File: src/sv/bounded_favourite_set_toggle_defines.svh
// Assertion macros shared by the favourite set RTL.
`ifndef BOUNDED_FAVOURITE_SET_TOGGLE_DEFINES_SVH
`define BOUNDED_FAVOURITE_SET_TOGGLE_DEFINES_SVH

`ifndef NO_ASSERTIONS

// Check prop at every rising clk edge outside reset.
`define BFST_ASSERT(name, clk, rst, prop, msg) \
   name: assert property (@(posedge clk) disable iff (rst) prop) else $error(msg);

// Check that cond never holds outside reset.
`define BFST_ASSERT_NEVER(name, clk, rst, cond, msg) \
   `BFST_ASSERT(name, clk, rst, !(cond), msg)

`else

`define BFST_ASSERT(name, clk, rst, prop, msg)
`define BFST_ASSERT_NEVER(name, clk, rst, cond, msg)

`endif

`endif

File: src/sv/bfst_pkg.sv
`timescale 1ns / 1ps

package bfst_pkg;

   localparam int ID_W        = 10;
   localparam int SLOT_W      = 4;
   localparam int STATUS_W    = 3;
   localparam int COUNT_OUT_W = 4;

   typedef enum logic {
      KIND_TOGGLE = 1'b0,
      KIND_READ   = 1'b1
   } kind_type;

   typedef enum logic [STATUS_W-1:0] {
      ST_ADDED   = 3'd0,
      ST_REMOVED = 3'd1,
      ST_FULL    = 3'd2,
      ST_READ_OK = 3'd3,
      ST_EMPTY   = 3'd4
   } status_type;

   typedef enum logic [2:0] {
      S_IDLE   = 3'd0,
      S_REDUCE = 3'd1,
      S_FOLD   = 3'd2,
      S_MATCH  = 3'd3,
      S_UPDATE = 3'd4
   } state_type;

   // Broadcast commands to every list cell.
   typedef struct packed {
      logic compare;
      logic remove;
      logic append;
   } cell_ctl_type;

endpackage

File: src/sv/bfst_cell.sv
`timescale 1ns / 1ps

// One list position: holds an identifier, compares it against the probe and
// takes its right neighbour's value when an entry at or left of it is removed.
module bfst_cell import bfst_pkg::*; (
   input  logic              clock,
   input  logic              reset,
   input  cell_ctl_type      ctl,
   input  logic [ID_W-1:0]   probe_id,
   input  logic              occupied,
   input  logic              tail,
   input  logic              hit_in,
   output logic              hit_out,
   input  logic [ID_W-1:0]   next_value,
   output logic [ID_W-1:0]   value,
   output logic              match
);

   logic [ID_W-1:0] value_ff;
   logic            match_ff;

   always_ff @(posedge clock) begin
      if (reset) begin
         match_ff <= 1'b0;
      end else if (ctl.compare) begin
         match_ff <= occupied && (value_ff == probe_id);
      end
   end

   always_ff @(posedge clock) begin
      if (ctl.remove && (hit_in || match_ff)) begin
         value_ff <= next_value;
      end else if (ctl.append && tail) begin
         value_ff <= probe_id;
      end
   end

   assign hit_out = hit_in || match_ff;
   assign value   = value_ff;
   assign match   = match_ff;

endmodule

File: config.mk
export PLATFORM = sky130hd
export DESIGN_NAME = bfst_cell
export DESIGN_NICKNAME = d
export VERILOG_FILES = /design/src/sv/bounded_favourite_set_toggle_defines.svh /design/src/sv/bfst_pkg.sv /design/src/sv/bfst_cell.sv
export SDC_FILE = /design/constraint.sdc
export NUM_CORES = 1
export LEC_CHECK = 0
export ABC_CLOCK_PERIOD_IN_PS = 2000
export BUFFER_PORTS_ARGS = -buffer_cell sky130_fd_sc_hd__buf_2
export CAP_MARGIN = 5
export CORE_MARGIN = 4
export CORE_UTILIZATION = 44
export CTS_CLUSTER_SIZE = 25
export DETAILED_ROUTE_END_ITERATION = 6
export PLACE_DENSITY = 0.82
export SLEW_MARGIN = 20
export SYNTH_ARGS = -nofsm -noshare
export SYNTH_HDL_FRONTEND = slang
export SYNTH_SLANG_ARGS = --single-unit
File: constraint.sdc
create_clock -name clock -period 2 [get_ports clock]
set_clock_uncertainty 0.1 [all_clocks]
set_input_delay 0.1 -clock clock [delete_from_list [all_inputs] [get_ports clock]]
set_output_delay 0.1 -clock clock [all_outputs]
set_load 0.005 [all_outputs]
* Yosys cells after proc, flatten, opt, wreduce, memory -nomap -nowiden *
Index checks and enable logic that the tools add are counted.
Widths: inputs -> output; s select.

operators by class
  eq/ne operators = 1
  multiplexer cells = 2
  reduce and logical (&&, ||, !) cells = 5

operator list
  kind               number
  $mux 10            2
  $eq 10x10->1       1
  $logic_and 1x1->1  3
  $reduce_bool 2->1  1
  $logic_or 1x1->1   1

word-level totals
  register bits = 11
  output and inout bits = 12
  logic and storage cells = 10

* Logic depth before layout (Yosys ltp) *
Gate-level depths: netlist of run 1.

  depth after elaboration = 3
  mapped depth = 4
  mapped depth without buffers = 3

* Worst setup path after synthesis of run 1 *
No wires, ideal clock.

  kind = reg-to-reg
  from = register match_ff (netlist: match)
  to = register value_ff[0] (netlist: value[0]), data pin
  data arrival time = 1.072 ns
  setup slack = 0.568 ns
  stages on the path, launching flop included = 5
  buffers on the path = 1
  path through = dfxtp_1 > or2_4 > nand2_4 > buf_12 > mux2_4

between the ends
  word-level cells in the longest chain between the ends = 3

RTL lines
  item                    line             text
  from (decl)             bfst_cell.sv:20  logic match_ff;
  from (signal assigned)  bfst_cell.sv:26  match_ff <= occupied && (value_ff == probe_id);
  $logic_or 1x1->1        -
  via hit_out             bfst_cell.sv:13  output logic hit_out,
  $logic_and 1x1->1       bfst_cell.sv:31  if (ctl.remove && (hit_in || match_ff)) begin
  $mux 10                 bfst_cell.sv:31
  to (signal assigned)    bfst_cell.sv:32  value_ff <= next_value;
  to (signal assigned)    bfst_cell.sv:34  value_ff <= probe_id;
  to (decl)               bfst_cell.sv:19  logic [ID_W-1:0] value_ff;

The timed path passes the listed nets, and every way through them passes these cells.
A chain may end at the register's enable or synchronous reset.

* Worst setup path after layout of run 1 *
  from = register match_ff (netlist: match)
  to = register value_ff[3] (netlist: value[3]) (enable)

between the ends
  word-level cells in the longest chain between the ends = 3

RTL lines
  item                         line
  $logic_or 1x1->1             bfst_cell.sv:31
  $logic_and 1x1->1            bfst_cell.sv:31
  $reduce_bool 2->1 (no line)  -

No other way between the ends.

==> results of run 1 <==
## cell usage after synthesis
cell type	n	area share (%)
o31ai_1	1	1.2
nor2_1	1	0.58
and3b_1	1	1.4
xnor2_1	10	14
edfxtp_1	10	47
mux2_4	9	21
nand2_4	1	1.8
or2_4	1	1.4
nand2_1	3	1.8
nand3_1	1	0.78
nand4_1	2	1.9
mux2_2	1	1.8
buf_12	1	3.1
dfxtp_1	1	3.1
## stage by stage
stage	instance area, um2	cells	setup WS (ns)
after floorplan	643	43	0.568
after global placement	837	96	0.534
after detailed placement	837	96	0.452
after CTS	863	100	0.435
after global routing	863	100	0.382
final	863	100	0.468
## where the power goes
part           internal (mW)  switching, mW  leakage [nW]
Combinational         0.0810         0.0511         0.292
Clock                 0.0770         0.0758        0.0150
Sequential             0.280         0.0147         0.105
Total                  0.438          0.142         0.411
## worst paths after layout
kind / start / endpoint / slack [ns] / cells past startpoint
hold reg to reg: match$_SDFFE_PP0P_ / match$_SDFFE_PP0P_ / 0.38 / 2
setup / recovery: match$_SDFFE_PP0P_ / value[3]$_DFFE_PP_ / 0.47 / 3
hold / removal: reset / match$_SDFFE_PP0P_ / 0.004 / 4
setup reg to reg: match$_SDFFE_PP0P_ / value[3]$_DFFE_PP_ / 0.47 / 3
## metal layers
layer | wire length, um | up-vias
li1 | - | 239
met1 | 515 | 214
met2 | 611 | 28
met3 | 177 | 0
met4 | 0 | 0
met5 | 0 | -
## flip-flops by register name, indices dropped and copies added (netlist names)
name / count
value: 10
match: 1
## area by class of cell
| class | instances | area (um2) |
|---|---|---|
| Multi-Input combinational cell | 31 | 303 |
| Fill cell | 120 | 470 |
| Tap cell | 15 | 18.8 |
| Clock buffer | 4 | 26.3 |
| Timing Repair Buffer | 39 | 195 |
| Sequential cell | 11 | 320 |
## kinds of logic after synthesis
family                    Yosys count  synth area share [%]
and+or+nand+nor                    10                  9.53
xor gates and xnor gates           10                  13.6
AOI/OAI and AO/OA                   1                  1.17
buffers and inverters               1                  3.11
muxes                              10                  22.8
DFF                                11                  49.8
## worst max-delay path: cells and delay by family, from the launching register on
kind          cells  cell delay [ns]
simple gates      3             0.76
flops             1             0.33
==> impl_metrics.env, run 1 <==
export IMPL_ctsRootBufferMaster="clkbuf_4"
export IMPL_grt_pass1_wl_mm=1.81
export IMPL_power_mw=0.580
export IMPL_num_vias=481
export IMPL_holdBufCountCts=0
export IMPL_htreeDepth=1
export IMPL_drive_gt1_share_pct=63.5
export IMPL_min_period_ns=1.53
export IMPL_cp_cell_sequence="or2_4, nand2_4, nand2_1"
export IMPL_period_share_pct=76.6
export IMPL_avgSynthCellArea_um2=15.0
export IMPL_drt_iter0_drc=3
export IMPL_cts_tree="built"
export IMPL_final_cell_mix="buf_2, xnor2_1, edfxtp_1"
export IMPL_max_freq_mhz=653
export IMPL_use_met3_pct=4.69
export IMPL_grt_pass1_vias=462
export IMPL_core_area_mm2=0.00133
export IMPL_grt_max_degree=12
export IMPL_yosys_warnings=0
export IMPL_cts_buffer_depth=2
export IMPL_routed_via_density=4.81
export IMPL_busiest_layer="met2"
export IMPL_clock_sinks=11
export IMPL_wl_per_cell_um=13.0
export IMPL_ys_seq_area_share_pct=49.8
export IMPL_start_util_pct=48.2
export IMPL_slowest_delay_ns=0.33
export IMPL_cts_buffers=3
export IMPL_crit_arrival_ns=1.36
export IMPL_n_antenna_cell=0
export IMPL_antenna_found_initial=0
export IMPL_met1_usage_pct=12.5
export IMPL_path_max_fanout=11
export IMPL_critPathLaunchType="register"
export IMPL_hold_violations=0
export IMPL_synthesis_nets=71
export IMPL_first_pass_iters=2
export IMPL_io_buffers=39
export IMPL_cts_repair_resized=0
export IMPL_ys_seq_elements=11
export IMPL_tns_ns=0
export IMPL_hold_slack_ns=0.00354
export IMPL_synth_cells=43
export IMPL_critPathCaptureType="register"
export IMPL_slowest_stage="dfxtp_1"
export IMPL_clk_pin_slew_ns=0.07
export IMPL_final_util_pct=64.7
export IMPL_die_width_um=46.2
export IMPL_post_cts_buffers=0
export IMPL_syn_area_um2=643
export IMPL_ios=40
export IMPL_final_antenna_net_count=0
export IMPL_hold_class="primary input to register"
export IMPL_routed_wl_mm=1.30
export IMPL_grtUsageMet2_pct=22.5
export IMPL_place_congestion=0.644
export IMPL_clkLatencyLatePin_ns=0.26
export IMPL_finalMaxSlewViolations=0
export IMPL_grt_total_usage_pct=11.9
export IMPL_grt_overflow=0
export IMPL_row_count=13
export IMPL_powerDensity_mw_per_mm2=672
export IMPL_finalSetupViolCount=0
export IMPL_critPathRequiredTime_ns=1.83
export IMPL_drv_cap=0
export IMPL_critical_path_class="register to register"
export IMPL_synth_distinct_cells=14
export IMPL_area_growth_pct=34.2
export IMPL_fp_dieH_um=46.2
export IMPL_dieArea_mm2=0.00214
export IMPL_slew_headroom_pct=71.9
export IMPL_layout_nets=114
export IMPL_peakVddDrop_uv=441
export IMPL_tightest_slew_ns=0.421
export IMPL_rsz0062_at_grt="false"
export IMPL_p_leak_nw=0.411
export IMPL_status="finished, final reports clean"
export IMPL_route_detailed_drc=0
export IMPL_layout_commonest_cell="buf_2"
No activity file was read; power rests on OpenSTA's default activity.
==> run 2, diff against run 1 <==
--- a/config.mk
+++ b/config.mk
@@ -5,14 +5,14 @@
 export SDC_FILE = /design/constraint.sdc
 export NUM_CORES = 1
 export LEC_CHECK = 0
-export ABC_CLOCK_PERIOD_IN_PS = 2000
+export ABC_CLOCK_PERIOD_IN_PS = 1200
 export BUFFER_PORTS_ARGS = -buffer_cell sky130_fd_sc_hd__buf_2
 export CAP_MARGIN = 5
 export CORE_MARGIN = 4
-export CORE_UTILIZATION = 44
+export CORE_UTILIZATION = 37
 export CTS_CLUSTER_SIZE = 25
 export DETAILED_ROUTE_END_ITERATION = 6
-export PLACE_DENSITY = 0.82
+export PLACE_DENSITY = 0.74
 export SLEW_MARGIN = 20
 export SYNTH_ARGS = -nofsm -noshare
 export SYNTH_HDL_FRONTEND = slang
==> constraint.sdc (replaced) <==
create_clock -name clock -period 1.2 [get_ports clock]
set_clock_uncertainty 0.1 [all_clocks]
set_input_delay 0.06 -clock clock [delete_from_list [all_inputs] [get_ports clock]]
set_output_delay 0.06 -clock clock [all_outputs]
set_load 0.005 [all_outputs]
==> run 2 against run 1 <==
- the run now ends with setup timing left
- fmax up 12%
- combinational power grew 110%
- power increased by 77%
- sequential cell count did not move
- cell count grew 14%
- wire length increased by 23%
- first-iteration DRC count grew 100%
- critical path depth is the same
- sequential power grew 67%
- clock-buffer cell count unchanged
- clock power is 68% higher
- critical path type unchanged
- largest cell class is now multi-input gates
- highest routed layer unchanged
==> impl_metrics.env, run 2 (synthesized netlist as in run 1, its figures left out) <==
export IMPL_tightest_slew_ns=0.196
export IMPL_routed_via_density=4.66
export IMPL_grt_total_usage_pct=13.9
export IMPL_layout_nets=127
export IMPL_max_freq_mhz=729
export IMPL_multi_input_area_um2=343
export IMPL_finalMaxSlewViolations=0
export IMPL_clkLatencyLatePin_ns=0.26
export IMPL_ctsRootBufferMaster="clkbuf_4"
export IMPL_routed_wl_mm=1.60
export IMPL_route_detailed_drc=0
export IMPL_status="finished with violations"
export IMPL_tns_ns=-1.74
export IMPL_critPathRequiredTime_ns=1.12
export IMPL_io_buffers=39
export IMPL_row_count=14
export IMPL_cp_cell_sequence="or2_4, nand2_8, mux2_4"
export IMPL_final_antenna_net_count=0
export IMPL_hold_slack_ns=0.000324
export IMPL_critical_path_class="register to register"
export IMPL_antenna_found_initial=0
export IMPL_critPathCaptureType="register"
export IMPL_regArea_um2=322
export IMPL_start_util_pct=40.8
export IMPL_violations="setup timing"
export IMPL_nFillCells=131
export IMPL_fin_ws_ns=-0.172
export IMPL_fp_dieH_um=49.7
export IMPL_core_area_mm2=0.00158
export IMPL_wl_per_cell_um=14.0
export IMPL_cts_buffers=3
export IMPL_post_cts_buffers=0
export IMPL_dp_cells=100
export IMPL_final_util_pct=65.1
export IMPL_drv_cap=0
export IMPL_first_pass_iters=2
export IMPL_slew_headroom_pct=87.0
export IMPL_num_vias=531
export IMPL_grt_max_degree=7
export IMPL_grt_pass1_wl_mm=2.62
export IMPL_clk_pin_slew_ns=0.07
export IMPL_layout_commonest_cell="buf_2"
export IMPL_period_share_pct=114
export IMPL_hold_violations=0
export IMPL_ios=40
export IMPL_cts_buffer_depth=2
export IMPL_grt_overflow=0
export IMPL_slowest_delay_ns=0.32
export IMPL_htreeDepth=1
export IMPL_drt_iter0_drc=6
export IMPL_place_area_um2=862
export IMPL_p_leak_nw=0.475
export IMPL_finalSetupViolCount=20
export IMPL_critPathLaunchType="register"
export IMPL_place_congestion=0.647
export IMPL_clock_sinks=11
export IMPL_drive_gt1_share_pct=61.2
export IMPL_min_period_ns=1.37
export IMPL_power_mw=1.02
export IMPL_crit_arrival_ns=1.29
export IMPL_dpl_hpwl_mm=1.14
export IMPL_final_cell_mix="buf_2, mux2_4, xnor2_1, edfxtp_1, dlygate4sd3_1"
export IMPL_die_width_um=49.7
export IMPL_dieArea_mm2=0.00247
export IMPL_finish_instance_area_mm2=0.00103
export IMPL_pre_cts_slack_ns=-0.228
export IMPL_peakVddDrop_uv=582
export IMPL_path_max_fanout=6
export IMPL_powerDensity_mw_per_mm2=998
export IMPL_n_antenna_cell=0
export IMPL_grt_pass1_vias=581
export IMPL_area_growth_pct=59.5
export IMPL_cts_tree="built"
export IMPL_largest_reg_flops=10
export IMPL_rsz0062_at_grt="true"
export IMPL_slowest_stage="dfxtp_2"
export IMPL_hold_class="primary input to register"
export IMPL_final_cell_count_no_fill=114
run 2: changes by cell type in the layout (fill, tap and decap cells not counted):
cell,previous run,this run
buf_4,0,1
buf_6,0,2
dfxtp_1,1,0
dfxtp_2,0,1
dlygate4sd3_1,0,9
mux2_2,1,0
mux2_4,9,10
nand2_1,3,2
nand2_8,0,2
run 2: report_power, final:
group	total, mW	switching [mW]	internal [mW]	leakage (nW)
sequential	0.492	0.0256	0.466	0.105
combinational	0.275	0.104	0.171	0.355
clock	0.257	0.128	0.128	0.0150
total	1.02	0.258	0.766	0.475
run 2: critical path: cells and delay by family, from the launching register on:
family           cells  cell delay (ns)
multiplexers         1             0.30
AND/OR/NAND/NOR      2             0.40
flip-flops           1             0.32
run 2: final timing paths:
kind                            slack [ns]  depth (start not counted)                  to               start
worst max-delay path                 -0.17                          3  value[0]$_DFFE_PP_  match$_SDFFE_PP0P_
worst min-delay path                0.0003                          2  value[2]$_DFFE_PP_       next_value[2]
worst max register to register       -0.17                          3  value[0]$_DFFE_PP_  match$_SDFFE_PP0P_
worst min register to register        0.45                          3  match$_SDFFE_PP0P_  match$_SDFFE_PP0P_
run 2: what timing repair did:
item | in CTS | in global routing
gates cloned | 1 | 0
hold buffers | 8 | 1
hold endpoints to repair | 7 | 1
pin swaps | 1 | 2
endpoints found under the setup margin | 20 | 21
resized for setup | 5 | 2
run 2: cell type report:
| cell class | count | area share, % |
|---|---|---|
| Timing Repair Buffer | 51 | 30.7 |
| Clock buffer | 4 | 2.56 |
| Sequential cell | 11 | 31.3 |
| Tap cell | 16 | 1.95 |
| Multi-Input combinational cell | 32 | 33.4 |
run 2: metal layers:
layer / GRT usage (%) / routed length [um] / up-vias
li1: - / - / 269
met1: 15.9 / 647 / 236
met2: 24.4 / 816 / 26
met3: 5.12 / 134 / 0
met4: 2.76 / 0 / 0
met5: 0 / 0 / -
==> run 3, diff against run 2 <==
--- a/config.mk
+++ b/config.mk
@@ -8,11 +8,13 @@
 export ABC_CLOCK_PERIOD_IN_PS = 1200
 export BUFFER_PORTS_ARGS = -buffer_cell sky130_fd_sc_hd__buf_2
 export CAP_MARGIN = 5
+export CELL_PAD_IN_SITES_DETAIL_PLACEMENT = 1
+export CELL_PAD_IN_SITES_GLOBAL_PLACEMENT = 1
 export CORE_MARGIN = 4
-export CORE_UTILIZATION = 37
+export CORE_UTILIZATION = 28
 export CTS_CLUSTER_SIZE = 25
 export DETAILED_ROUTE_END_ITERATION = 6
-export PLACE_DENSITY = 0.74
+export PLACE_DENSITY_LB_ADDON = 0.1
 export SLEW_MARGIN = 20
 export SYNTH_ARGS = -nofsm -noshare
 export SYNTH_HDL_FRONTEND = slang
==> run 3 against run 2 <==
- critical path depth unchanged
- the run still ends with setup timing left
- non-clock buffer count is 4 higher
- final area is 7.6% higher
- largest cell class is now non-clock buffers
- fmax up 0.31%
- highest routed layer unchanged
- core utilization is 15 points lower
- first-iteration DRC count up 50%
- register-to-register slack hardly changed
- largest power group unchanged
- global-route usage decreased by 2.2 points
- cell count up 14%
- clock power is 2% higher
==> impl_metrics.env, run 3 (synthesized netlist as in run 1, its figures left out) <==
export IMPL_critPathCaptureType="register"
export IMPL_peakVddDrop_uv=478
export IMPL_path_max_fanout=5
export IMPL_largest_reg_flops=10
export IMPL_cts_buffers=3
export IMPL_clkLatencyLatePin_ns=0.27
export IMPL_crit_arrival_ns=1.29
export IMPL_drive_gt1_share_pct=57.8
export IMPL_grt_max_degree=11
export IMPL_cts_buffer_depth=2
export IMPL_fp_dieH_um=55.9
export IMPL_route_detailed_drc=0
export IMPL_r2r_end="value[7]$_DFFE_PP_"
export IMPL_n_antenna_cell=0
export IMPL_dieArea_mm2=0.00313
export IMPL_hold_violations=0
export IMPL_io_buffers=39
export IMPL_final_util_pct=50.4
export IMPL_status="finished with violations"
export IMPL_final_cell_count_no_fill=130
export IMPL_grt_pass1_wl_mm=2.79
export IMPL_finish_instance_area_mm2=0.00110
export IMPL_max_freq_mhz=731
export IMPL_violations="setup timing"
export IMPL_tns_ns=-2.28
export IMPL_place_area_um2=870
export IMPL_wl_per_cell_um=13.3
export IMPL_htreeDepth=1
export IMPL_finalMaxSlewViolations=0
export IMPL_regArea_um2=322
export IMPL_ios=40
export IMPL_drt_iter0_drc=9
export IMPL_die_width_um=55.9
export IMPL_r2r_slack_ns=-0.17
export IMPL_fin_ws_ns=-0.168
export IMPL_area_growth_pct=71.6
export IMPL_antenna_found_initial=0
export IMPL_clk_pin_slew_ns=0.08
export IMPL_worstHoldEndpoint="value[7]$_DFFE_PP_"
export IMPL_slowest_stage="dfxtp_2"
export IMPL_multi_input_area_um2=343
export IMPL_grt_total_usage_pct=11.6
export IMPL_power_mw=1.05
export IMPL_cp_cell_sequence="or2_4, nand2_8, mux2_4"
export IMPL_hold_start="probe_id[7]"
export IMPL_dpl_hpwl_mm=1.17
export IMPL_layout_nets=131
export IMPL_grt_overflow=0
export IMPL_ctsRootBufferMaster="clkbuf_4"
export IMPL_dp_cells=111
export IMPL_routed_wl_mm=1.72
export IMPL_nFillCells=235
export IMPL_num_vias=565
export IMPL_r2r_cells=3
export IMPL_drv_cap=0
export IMPL_rsz0062_at_grt="true"
export IMPL_critical_path_class="register to register"
export IMPL_final_antenna_net_count=0
export IMPL_place_congestion=0.635
export IMPL_rr_startpoint="match$_SDFFE_PP0P_"
export IMPL_clock_sinks=11
export IMPL_period_share_pct=114
export IMPL_slew_headroom_pct=86.8
export IMPL_final_cell_mix="buf_2, dlygate4sd3_1, mux2_4, xnor2_1, edfxtp_1"
export IMPL_first_pass_iters=3
export IMPL_post_cts_buffers=0
export IMPL_hold_class="primary input to register"
export IMPL_core_area_mm2=0.00219
export IMPL_p_leak_nw=0.499
export IMPL_powerDensity_mw_per_mm2=950
export IMPL_layout_commonest_cell="buf_2"
export IMPL_cts_tree="built"
export IMPL_hold_depth=2
export IMPL_grt_pass1_vias=590
export IMPL_tightest_slew_ns=0.199
export IMPL_start_util_pct=29.4
export IMPL_critPathRequiredTime_ns=1.12
export IMPL_min_period_ns=1.37
export IMPL_slowest_delay_ns=0.32
export IMPL_finalSetupViolCount=20
export IMPL_critPathLaunchType="register"
export IMPL_routed_via_density=4.35
export IMPL_row_count=17
[run 3: changes by cell type in the layout (fill, tap and decap cells not counted), sizes merged]
cell,before,now
dlygate4sd3,9,14
buf,42,40
clkbuf,4,5
[run 3: worst max-delay path, delay by kind of cell, from the launching register on]
family           cells  cell delay (ns)
and+or+nand+nor      2             0.40
DFF                  1             0.32
muxes                1             0.30
[run 3: area by class of cell]
class                      instances  share of cell area (%)
sequential                        11                    29.1
timing repair buffer              55                    34.2
clock buffer                       4                    2.38
multi-input combinational         32                    31.1
tap                               28                    3.17
[run 3: metal layers]
metal | vias up | GRT usage, % | wire length, um
met5 | - | 0 | 0
met4 | 0 | 3.05 | 0
met3 | 0 | 5.10 | 162
met2 | 27 | 17.1 | 816
met1 | 260 | 15.5 | 745
li1 | 278 | - | -
[run 3: through the flow]
stage	worst slack (ns)	hold slack, ns
3_3_place_gp	-0.233	0.244
5_1_grt	-0.201	0.00157
3_5_place_dp	-0.236	0.243
4_1_cts	-0.178	0.0102
2_1_floorplan	-0.197	0.121
6_report	-0.168	0.0157
[run 3: how the worst max path moves through the flow]
stage | from | end | slack, ns | depth (start not counted)
3_5_place_dp | match$_SDFFE_PP0P_ | value[9]$_DFFE_PP_ | -0.24 | 3
6_report | match$_SDFFE_PP0P_ | value[7]$_DFFE_PP_ | -0.17 | 3
3_3_place_gp | match$_SDFFE_PP0P_ | value[9]$_DFFE_PP_ | -0.23 | 3
5_1_grt | match$_SDFFE_PP0P_ | value[2]$_DFFE_PP_ | -0.20 | 3
4_1_cts | match$_SDFFE_PP0P_ | value[8]$_DFFE_PP_ | -0.18 | 3
2_1_floorplan | match$_SDFFE_PP0P_ | value[0]$_DFFE_PP_ | -0.20 | 4
[run 3: where the power goes]
part           internal (mW)  total (mW)  switching (mW)
clock network          0.129       0.262           0.133
registers              0.467       0.493          0.0262
logic                  0.188       0.294           0.106
[run 3: timing repair]
item,CTS,global route
gates cloned,1,1
pin swaps,1,2
endpoints found under the setup margin,20,22
endpoints found under the hold margin,11,2
resized for setup,5,2
hold buffers,12,2
